**config.mk**
```make
export PLATFORM = sky130hd
export DESIGN_NAME = searchable_lifo_stack_unit
export DESIGN_NICKNAME = d
export VERILOG_FILES = /design/src/hw/rtl/sls_pkg.sv /design/src/hw/rtl/sls_cell.sv /design/src/hw/rtl/sls_ctrl.sv /design/src/hw/rtl/searchable_lifo_stack_unit.sv
export SDC_FILE = /design/constraint.sdc
export NUM_CORES = 1
export LEC_CHECK = 0
export BUFFER_PORTS_ARGS = -buffer_cell sky130_fd_sc_hd__buf_4
export CAP_MARGIN = 10
export CORE_MARGIN = 3
export CORE_UTILIZATION = 50
export CTS_CLUSTER_SIZE = 28
export DETAILED_ROUTE_END_ITERATION = 6
export PLACE_DENSITY_LB_ADDON = 0.2
export SLEW_MARGIN = 20
export SYNTH_ARGS = -nofsm -noshare
export SYNTH_HDL_FRONTEND = slang
export SYNTH_SLANG_ARGS = --single-unit
```
**constraint.sdc**
```tcl
create_clock -name clock -period 4.9 [get_ports clock]
set_input_delay 0.735 -clock clock [delete_from_list [all_inputs] [get_ports clock]]
set_output_delay 0.735 -clock clock [all_outputs]
set_load 0.01 [all_outputs]
```
**src/hw/rtl/sls_pkg.sv**
```systemverilog
// ----------------------------------------------------------------------------
// sls_pkg : shared types and codes of the searchable LIFO stack
// Command, status and cell operation codes, and the transfer structs.
// ----------------------------------------------------------------------------
package sls_pkg;

   localparam int ENTRY_INDEX_W = 3;
   localparam int FILL_COUNT_W  = 4;
   localparam int MAX_RESULTS   = 8;

   localparam logic [2:0] CMD_PUSH    = 3'd0;
   localparam logic [2:0] CMD_POP     = 3'd1;
   localparam logic [2:0] CMD_CLEAR   = 3'd2;
   localparam logic [2:0] CMD_SEARCH  = 3'd3;
   localparam logic [2:0] CMD_REPLACE = 3'd4;
   localparam logic [2:0] CMD_DELETE  = 3'd5;
   localparam logic [2:0] CMD_LIST    = 3'd6;
   localparam logic [2:0] CMD_NOP     = 3'd7;

   localparam logic [1:0] STATUS_OK        = 2'd0;
   localparam logic [1:0] STATUS_FULL      = 2'd1;
   localparam logic [1:0] STATUS_EMPTY     = 2'd2;
   localparam logic [1:0] STATUS_NOT_FOUND = 2'd3;

   localparam logic [2:0] CELL_HOLD     = 3'd0;
   localparam logic [2:0] CELL_PUSH     = 3'd1;
   localparam logic [2:0] CELL_ROT_DOWN = 3'd2;
   localparam logic [2:0] CELL_SHIFT_UP = 3'd3;
   localparam logic [2:0] CELL_REPLACE  = 3'd4;
   localparam logic [2:0] CELL_DELETE   = 3'd5;

   typedef struct packed {
      logic [2:0]          command;
      logic signed [31:0]  operand_value;
      logic signed [31:0]  replacement_value;
   } req_type;

   typedef struct packed {
      logic [1:0]                 status;
      logic signed [31:0]         result_value;
      logic [ENTRY_INDEX_W-1:0]   entry_index;
      logic [FILL_COUNT_W-1:0]    fill_count;
      logic                       last;
   } rsp_type;

   typedef struct packed {
      logic [2:0]          op;
      logic signed [31:0]  operand;
      logic signed [31:0]  replacement;
   } cell_ctrl_type;

endpackage

```
**src/hw/rtl/sls_cell.sv**
```systemverilog
// ----------------------------------------------------------------------------
// sls_cell : one stack slot of the cell chain
// Holds one word, compares it with the operand, and replaces it, takes the
// top word or moves it to or from its neighbours as the controller commands.
// ----------------------------------------------------------------------------
module sls_cell
   import sls_pkg::*;
(
   input  logic                clock,
   input  cell_ctrl_type       ctrl,
   input  logic                active,
   input  logic                inject,
   input  logic signed [31:0]  prev_value,
   input  logic signed [31:0]  next_value,
   input  logic signed [31:0]  top_value,
   output logic signed [31:0]  entry,
   output logic                match
);

   logic signed [31:0] entry_ff;
   logic signed [31:0] entry_in;

   assign match = (entry_ff == ctrl.operand);
   assign entry = entry_ff;

   always_comb begin
      case (ctrl.op) inside
         CELL_PUSH, CELL_ROT_DOWN: entry_in = prev_value;
         CELL_SHIFT_UP:            entry_in = next_value;
         CELL_REPLACE:             entry_in = (active && match) ? ctrl.replacement : entry_ff;
         CELL_DELETE:              entry_in = inject ? top_value : next_value;
         default:                  entry_in = entry_ff;
      endcase
   end

   always_ff @(posedge clock) begin
      entry_ff <= entry_in;
   end

endmodule

```
**src/hw/rtl/sls_ctrl.sv**
```systemverilog
// ----------------------------------------------------------------------------
// sls_ctrl : command sequencer of the searchable LIFO stack
// Takes one command at a time, steers the cell chain through its walks and
// drives the result register.
// ----------------------------------------------------------------------------
module sls_ctrl
   import sls_pkg::*;
#(
   parameter int STACK_DEPTH = 8
) (
   input  logic                     clock,
   input  logic                     reset,
   input  logic                     req_valid,
   output logic                     req_stall,
   input  req_type                  req_payload,
   output logic                     rsp_valid,
   input  logic                     rsp_stall,
   output rsp_type                  rsp_payload,
   output cell_ctrl_type            cell_ctrl,
   output logic [STACK_DEPTH-1:0]   cell_active,
   output logic [STACK_DEPTH-1:0]   cell_inject,
   input  logic [STACK_DEPTH-1:0]   cell_match,
   input  logic signed [31:0]       top_value
);

   localparam int CW       = $clog2(STACK_DEPTH + 1);
   localparam int IW       = (STACK_DEPTH > 1) ? $clog2(STACK_DEPTH) : 1;
   localparam int LIST_CAP = (STACK_DEPTH < MAX_RESULTS) ? STACK_DEPTH : MAX_RESULTS;

   localparam logic [CW-1:0] DEPTH_C    = CW'(STACK_DEPTH);
   localparam logic [CW-1:0] LAST_STEP  = CW'(STACK_DEPTH - 1);
   localparam logic [CW-1:0] CAP_C      = CW'(LIST_CAP);
   localparam logic [CW-1:0] CAP_LAST   = CW'(LIST_CAP - 1);
   localparam logic [CW-1:0] ONE_C      = CW'(1);
   localparam logic [CW:0]   DEPTH_WIDE = (CW + 1)'(STACK_DEPTH);

   localparam logic [2:0] ST_IDLE   = 3'd0;
   localparam logic [2:0] ST_RUN    = 3'd1;
   localparam logic [2:0] ST_SEARCH = 3'd2;
   localparam logic [2:0] ST_LIST   = 3'd3;
   localparam logic [2:0] ST_DELETE = 3'd4;
   localparam logic [2:0] ST_TAIL   = 3'd5;

   logic [2:0]          state_ff, state_in;
   logic [2:0]          cmd_ff, cmd_in;
   logic signed [31:0]  operand_ff, operand_in;
   logic signed [31:0]  repl_ff, repl_in;
   logic [CW-1:0]       fill_ff, fill_in;
   logic [CW-1:0]       step_ff, step_in;
   logic [CW-1:0]       count_ff, count_in;
   logic                held_valid_ff, held_valid_in;
   logic [CW-1:0]       held_index_ff, held_index_in;
   logic                hit_ff, hit_in;
   logic                rsp_valid_ff, rsp_valid_in;
   rsp_type             rsp_ff, rsp_in;

   logic                can_emit;
   logic                emit;
   rsp_type             emit_data;
   logic [CW-1:0]       walk_index;
   logic                ptr_match;
   logic                replace_hit;
   logic [CW:0]         obs_sum;
   logic                obs_hit;
   logic [CW-1:0]       obs_index;

   function automatic rsp_type make_rsp(logic [1:0] status, logic signed [31:0] value,
                                        logic [CW-1:0] index, logic [CW-1:0] fill,
                                        logic last);
      rsp_type r;
      r.status       = status;
      r.result_value = value;
      r.entry_index  = ENTRY_INDEX_W'(index);
      r.fill_count   = FILL_COUNT_W'(fill);
      r.last         = last;
      return r;
   endfunction

   assign req_stall   = (state_ff != ST_IDLE);
   assign rsp_valid   = rsp_valid_ff;
   assign rsp_payload = rsp_ff;
   assign can_emit    = !rsp_valid_ff || !rsp_stall;

   // slot under the delete walk, and the slot shown in the list walk
   assign walk_index  = fill_ff - step_ff - ONE_C;
   assign ptr_match   = cell_match[walk_index[IW-1:0]];

   always_comb begin
      for (int k = 0; k < STACK_DEPTH; k++) begin
         cell_active[k] = (CW'(k) < fill_ff);
         cell_inject[k] = (walk_index == CW'(k + 1));
      end
   end

   assign replace_hit = |(cell_match & cell_active);

   // search watches the far cell while the ring turns towards it
   assign obs_sum   = {1'b0, step_ff} + {1'b0, fill_ff};
   assign obs_hit   = (obs_sum >= DEPTH_WIDE) && cell_match[STACK_DEPTH-1];
   assign obs_index = CW'(obs_sum - DEPTH_WIDE);

   always_comb begin
      state_in              = state_ff;
      cmd_in                = cmd_ff;
      operand_in            = operand_ff;
      repl_in               = repl_ff;
      fill_in               = fill_ff;
      step_in               = step_ff;
      count_in              = count_ff;
      held_valid_in         = held_valid_ff;
      held_index_in         = held_index_ff;
      hit_in                = hit_ff;
      cell_ctrl.op          = CELL_HOLD;
      cell_ctrl.operand     = operand_ff;
      cell_ctrl.replacement = repl_ff;
      emit                  = 1'b0;
      emit_data             = rsp_ff;

      unique case (state_ff)
         ST_IDLE: begin
            if (req_valid) begin
               cmd_in     = req_payload.command;
               operand_in = req_payload.operand_value;
               repl_in    = req_payload.replacement_value;
               state_in   = ST_RUN;
            end
         end
         ST_RUN: begin
            if (can_emit) begin
               state_in = ST_IDLE;
               if (cmd_ff == CMD_PUSH) begin
                  emit = 1'b1;
                  if (fill_ff == DEPTH_C) begin
                     emit_data = make_rsp(STATUS_FULL, '0, '0, fill_ff, 1'b1);
                  end else begin
                     cell_ctrl.op = CELL_PUSH;
                     emit_data    = make_rsp(STATUS_OK, operand_ff, fill_ff,
                                             fill_ff + ONE_C, 1'b1);
                     fill_in      = fill_ff + ONE_C;
                  end
               end else if (cmd_ff == CMD_NOP) begin
                  emit = 1'b0;
               end else if (fill_ff == '0) begin
                  emit      = 1'b1;
                  emit_data = make_rsp(STATUS_EMPTY, '0, '0, '0, 1'b1);
               end else begin
                  unique case (cmd_ff)
                     CMD_POP: begin
                        cell_ctrl.op = CELL_SHIFT_UP;
                        emit         = 1'b1;
                        emit_data    = make_rsp(STATUS_OK, top_value, fill_ff - ONE_C,
                                                fill_ff - ONE_C, 1'b1);
                        fill_in      = fill_ff - ONE_C;
                     end
                     CMD_CLEAR: begin
                        emit      = 1'b1;
                        emit_data = make_rsp(STATUS_OK, '0, '0, '0, 1'b1);
                        fill_in   = '0;
                     end
                     CMD_REPLACE: begin
                        cell_ctrl.op = CELL_REPLACE;
                        emit         = 1'b1;
                        emit_data    = replace_hit ?
                                       make_rsp(STATUS_OK, repl_ff, '0, fill_ff, 1'b1) :
                                       make_rsp(STATUS_NOT_FOUND, '0, '0, fill_ff, 1'b1);
                     end
                     CMD_SEARCH: begin
                        step_in       = '0;
                        count_in      = '0;
                        held_valid_in = 1'b0;
                        state_in      = ST_SEARCH;
                     end
                     CMD_LIST: begin
                        step_in  = '0;
                        state_in = ST_LIST;
                     end
                     CMD_DELETE: begin
                        step_in  = '0;
                        hit_in   = 1'b0;
                        state_in = ST_DELETE;
                     end
                     default: begin
                        state_in = ST_IDLE;
                     end
                  endcase
               end
            end
         end
         ST_SEARCH: begin
            if (can_emit) begin
               cell_ctrl.op = CELL_ROT_DOWN;
               if (obs_hit && (count_ff < CAP_C)) begin
                  if (held_valid_ff) begin
                     emit      = 1'b1;
                     emit_data = make_rsp(STATUS_OK, operand_ff, held_index_ff,
                                          fill_ff, 1'b0);
                  end
                  held_valid_in = 1'b1;
                  held_index_in = obs_index;
                  count_in      = count_ff + ONE_C;
               end
               if (step_ff == LAST_STEP) begin
                  state_in = ST_TAIL;
               end else begin
                  step_in = step_ff + ONE_C;
               end
            end
         end
         ST_LIST: begin
            if (can_emit) begin
               cell_ctrl.op = CELL_SHIFT_UP;
               if ((step_ff < fill_ff) && (step_ff < CAP_C)) begin
                  emit      = 1'b1;
                  emit_data = make_rsp(STATUS_OK, top_value, walk_index, fill_ff,
                                       (step_ff == fill_ff - ONE_C) ||
                                       (step_ff == CAP_LAST));
               end
               if (step_ff == LAST_STEP) begin
                  state_in = ST_IDLE;
               end else begin
                  step_in = step_ff + ONE_C;
               end
            end
         end
         ST_DELETE: begin
            if (step_ff < fill_ff) begin
               if (ptr_match) begin
                  cell_ctrl.op = CELL_DELETE;
                  fill_in      = fill_ff - ONE_C;
                  hit_in       = 1'b1;
               end
               step_in = step_ff + ONE_C;
            end else begin
               state_in = ST_TAIL;
            end
         end
         ST_TAIL: begin
            if (can_emit) begin
               emit     = 1'b1;
               state_in = ST_IDLE;
               if (cmd_ff == CMD_SEARCH) begin
                  emit_data = held_valid_ff ?
                              make_rsp(STATUS_OK, operand_ff, held_index_ff, fill_ff, 1'b1) :
                              make_rsp(STATUS_NOT_FOUND, '0, '0, fill_ff, 1'b1);
               end else begin
                  emit_data = hit_ff ?
                              make_rsp(STATUS_OK, operand_ff, '0, fill_ff, 1'b1) :
                              make_rsp(STATUS_NOT_FOUND, '0, '0, fill_ff, 1'b1);
               end
            end
         end
         default: begin
            state_in = ST_IDLE;
         end
      endcase

      rsp_valid_in = emit || (rsp_valid_ff && rsp_stall);
      rsp_in       = emit ? emit_data : rsp_ff;
   end

   always_ff @(posedge clock) begin
      if (reset) begin
         state_ff      <= ST_IDLE;
         fill_ff       <= '0;
         held_valid_ff <= 1'b0;
         rsp_valid_ff  <= 1'b0;
      end else begin
         state_ff      <= state_in;
         fill_ff       <= fill_in;
         held_valid_ff <= held_valid_in;
         rsp_valid_ff  <= rsp_valid_in;
      end
   end

   always_ff @(posedge clock) begin
      cmd_ff        <= cmd_in;
      operand_ff    <= operand_in;
      repl_ff       <= repl_in;
      step_ff       <= step_in;
      count_ff      <= count_in;
      held_index_ff <= held_index_in;
      hit_ff        <= hit_in;
      rsp_ff        <= rsp_in;
   end

endmodule

```
**src/hw/rtl/searchable_lifo_stack_unit.sv**
```systemverilog
// ----------------------------------------------------------------------------
// searchable_lifo_stack_unit : bounded LIFO stack with search, replace,
// delete and list commands
//
//   channel | ports          | direction | transfer
//   --------+----------------+-----------+-------------------------------
//   request | req_valid/stall| in        | one command with its operands
//   result  | rsp_valid/stall| out       | up to eight results a command
//
// Push, pop, clear and replace take the transfer and one step. Search and
// list turn the cell ring once round, one slot a cycle unless stalled, and
// delete walks the filled slots before it sends its result. Reset clears
// the fill count, the state and the result valid; slot contents stay until
// pushed. rsp_stall freezes the search and list walks while the result
// register is held; the delete walk runs on and waits only to send its
// result.
// ----------------------------------------------------------------------------
module searchable_lifo_stack_unit
   import sls_pkg::*;
#(
   parameter int STACK_DEPTH = 8
) (
   input  logic     clock,
   input  logic     reset,
   input  logic     req_valid,
   output logic     req_stall,
   input  req_type  req_payload,
   output logic     rsp_valid,
   input  logic     rsp_stall,
   output rsp_type  rsp_payload
);

   cell_ctrl_type             cell_ctrl;
   logic [STACK_DEPTH-1:0]    cell_active;
   logic [STACK_DEPTH-1:0]    cell_inject;
   logic [STACK_DEPTH-1:0]    cell_match;
   logic signed [31:0]        entry      [STACK_DEPTH];
   logic signed [31:0]        prev_value [STACK_DEPTH];
   logic signed [31:0]        next_value [STACK_DEPTH];

   sls_ctrl #(
      .STACK_DEPTH (STACK_DEPTH)
   ) u_ctrl (
      .clock       (clock),
      .reset       (reset),
      .req_valid   (req_valid),
      .req_stall   (req_stall),
      .req_payload (req_payload),
      .rsp_valid   (rsp_valid),
      .rsp_stall   (rsp_stall),
      .rsp_payload (rsp_payload),
      .cell_ctrl   (cell_ctrl),
      .cell_active (cell_active),
      .cell_inject (cell_inject),
      .cell_match  (cell_match),
      .top_value   (entry[0])
   );

   // cell 0 is the top; the chain wraps round for the walks
   for (genvar k = 0; k < STACK_DEPTH; k++) begin : g_cell
      if (k == 0) begin : g_head
         assign prev_value[k] = (cell_ctrl.op == CELL_PUSH) ? cell_ctrl.operand
                                                            : entry[STACK_DEPTH-1];
      end else begin : g_body
         assign prev_value[k] = entry[k-1];
      end
      if (k == STACK_DEPTH - 1) begin : g_tail
         assign next_value[k] = entry[0];
      end else begin : g_link
         assign next_value[k] = entry[k+1];
      end

      sls_cell u_cell (
         .clock      (clock),
         .ctrl       (cell_ctrl),
         .active     (cell_active[k]),
         .inject     (cell_inject[k]),
         .prev_value (prev_value[k]),
         .next_value (next_value[k]),
         .top_value  (entry[0]),
         .entry      (entry[k]),
         .match      (cell_match[k])
      );
   end

endmodule

```
==> run metrics <==
Final Skew=between 0.02 and 0.03 ns; outcome=finished clean; gr usage total=37.5%; Final Cycle Share=between 80% and 90%; initial antenna violation count=2; Power Density=420 nW/um^2; # port buffers=around 110; R2R cell count=10; RR Endpoint=g_cell[5].u_cell.entry[5]$_DFFE_PP_; register bit total from synthesis=386; worst setup path category=reg2reg; setup TNS=0 ns; r2r setup slk=0.67 ns; H-tree depth=2; EDFF count, synth=377; CTS Buf Count=45; Power Total=approximately 11 mW; Fillers=between 3000 and 4000; clk sink count=386; hold worst-path end=u_ctrl.repl_ff[20]$_DFFE_PP_; Final Critical Period=around 4.2 ns; final setup fails=0; first-pass GRT wire length=130000 um; crit start category=flop; Clock Latency Late Sink=about 0.60 ns; largest net degree at the start of global routing=76; Setup Fix Bufs, Post-CTS=0; Yosys warnings=0; Syn Area/Cell=10.5 sq um; drt first pass iters=6; io pins=between 100 and 150; Peak VDD IR=~0.35 mV; CTS root buffer=clkbuf_16; GRT Residual Overflow=0; Final Wtd Congestion=~1.1; fmax=236 MHz; HPWL after DPL=59300 um; Hold Path Class=in2reg; Worst-path clk slew=0.06 ns; Initial Util=50.8%; drt total wl=90600 um; Initial DRC Count=3154; area grow syn2layout=12.9%; max-slew violations=0; Worst setup startpoint=u_ctrl.fill_ff[1]$_SDFFE_PP0P_; post_cts resized=0; Die Wd=218 um; placement-stage cell area=24000 sq um; Via Count=19700; fin area=roughly 25000 sq um; Vias/cell=7.01; Max Root-Sink Buffers=3; Core Box Area=44300 sq um; Post-Synthesis Cells=~2100; hold path depth=1; commonest cells after routing, fill and taps aside=377 x edfxtp_1, 315 x nand2_1, 229 x xor2_1; WP data required=roughly 5.3 ns; CTS tree=built; hold wc startpoint=req_payload[20]; post-route ant nets=0; post-synthesis sequential area ratio=51.1%; count of final hold-check violations=0; relative slew slack=29.6%; NumNets Final=2272; commonest non-fill, non-tap cell in the layout=edfxtp_1; CP Data Arrival Time=roughly 4.7 ns; Cell Rows=77; vias in the first global route=18500; Top FF cell, synth=edfxtp_1; die area=47600 sq um; Synth async-reset ratio=0%; Leak Pwr=between 9 and 10 nW; Synth cell types=66; hold_buf cts=0; share of layout cells above drive strength 1=14.1%; RSZ-0062 raised after global routing=false; peak fanout along the critical path=22; RR Startpoint=u_ctrl.fill_ff[1]$_SDFFE_PP0P_; n_diodes=0; max capacitance violation total=0; Die H=about 220 um; DRC viols=0; Crit. End Element=flop; post-detailed-route wirelength per cell=roughly 32 um; syn nets=about 2200; worst slew pin tran=1.06 ns; Post-Syn Area=between 20000 and 25000 sq um
kinds of logic after synthesis:
family          after synthesis  synth area share, %
xor+xnor                    272                 10.6
fa+ha+maj                    20                 1.18
mux                          35                 1.61
flops                       386                 51.1
simple gates                752                 15.7
compound gates              471                 15.5
buf+inv                     209                 4.34
layout make-up:
class / instances / area, sq um / share of cell area (%)
tap: 592 / 741 / 2.92
clock inverter: 20 / 143 / 0.562
sequential: 386 / 11500 / 45.3
timing repair buffer: 182 / 1520 / 6.00
clock buffer: 61 / 1240 / 4.88
inverter: 16 / 60.1 / 0.236
multi-input combinational: 1550 / 10200 / 40.1
report_power, final:
group	switching, mW	internal [mW]	total (mW)
logic	1.86	0.945	2.80
registers	0.416	4.18	4.59
clock network	1.40	1.87	3.27
total	3.68	6.99	10.7
worst max-delay path: stages, from the launching register on:
cell,delay (ns)
dfxtp_1,0.42
inv_1,0.25
ha_1,0.30
nor3b_2,0.67
nor4b_1,0.12
o21ai_1,0.35
nand3_1,0.59
o21ai_2,0.85
buf_12,0.29
nand2_1,0.09
nand3_1,0.10
sequential cells by signal (all words and copies together), names as in the netlist, 3 cells and up:
register / count
u_ctrl.held_index_ff: 3
u_ctrl.rsp_payload: 42
u_ctrl.cmd_ff: 3
u_ctrl.repl_ff: 32
u_ctrl.count_ff: 4
g_cell.u_cell.entry: 256
u_ctrl.state_ff: 3
u_ctrl.fill_ff: 4
u_ctrl.operand_ff: 32
u_ctrl.step_ff: 4
Yosys cell counts, drive strengths merged, types with 3 or more instances:
cell type	number	area, sq um
edfxtp	377	11300
nand2	316	1190
xor2	229	2010
nand3	196	981
a22oi	190	1580
buf	114	619
a21oi	98	490
clkbuf	79	297
a221oi	74	648
nor2	68	255
nor4	61	382
xnor2	43	377
and3	35	219
o21ai	35	198
a31oi	34	213
mux2i	34	340
nand4	23	144
ha	18	225
nor3	15	75.1
inv	14	52.6
dfxtp	9	180
nor2b	9	56.3
a211oi	8	60.1
and2	7	46.3
a311oi	4	35.0
o31ai	4	43.8
or3	4	25.0
a21o	3	22.5
a22o	3	26.3
nand2b	3	26.3
or4	3	22.5
worst max-delay path by stage:
| stage | endpoint | cells past startpoint |
|---|---|---|
| floorplan | g_cell[5].u_cell.entry[0]$_DFFE_PP_ | 10 |
| global placement | g_cell[5].u_cell.entry[2]$_DFFE_PP_ | 10 |
| detailed placement | g_cell[5].u_cell.entry[5]$_DFFE_PP_ | 10 |
| CTS | g_cell[5].u_cell.entry[5]$_DFFE_PP_ | 10 |
| global route | g_cell[5].u_cell.entry[5]$_DFFE_PP_ | 10 |
| finish | g_cell[5].u_cell.entry[5]$_DFFE_PP_ | 10 |
layer usage:
| layer | up-vias | wire length [um] | GRT usage (%) |
|---|---|---|---|
| met2 | 1656 | 38100 | 53.4 |
| li1 | 8137 | - | - |
| met5 | - | 13 | 0 |
| met1 | 9523 | 33800 | 51.5 |
| met4 | 2 | 5730 | 20.0 |
| met3 | 361 | 12800 | 11.1 |
stage by stage:
| stage | utilization, % | hold WS (ns) | setup WS, ns | std cells |
|---|---|---|---|---|
| floorplan | - | 0.463 | 0.538 | 2145 |
| CTS | 57.3 | 0.286 | 0.848 | 2806 |
| detailed placement | 54.2 | 0.515 | 0.872 | 2725 |
| finish | 57.3 | 0.305 | 0.667 | 2807 |
| global route | 57.3 | 0.298 | 0.425 | 2807 |
| global placement | 54.1 | 0.480 | 1.03 | 2724 |
Power figures use the tool's default switching activity.
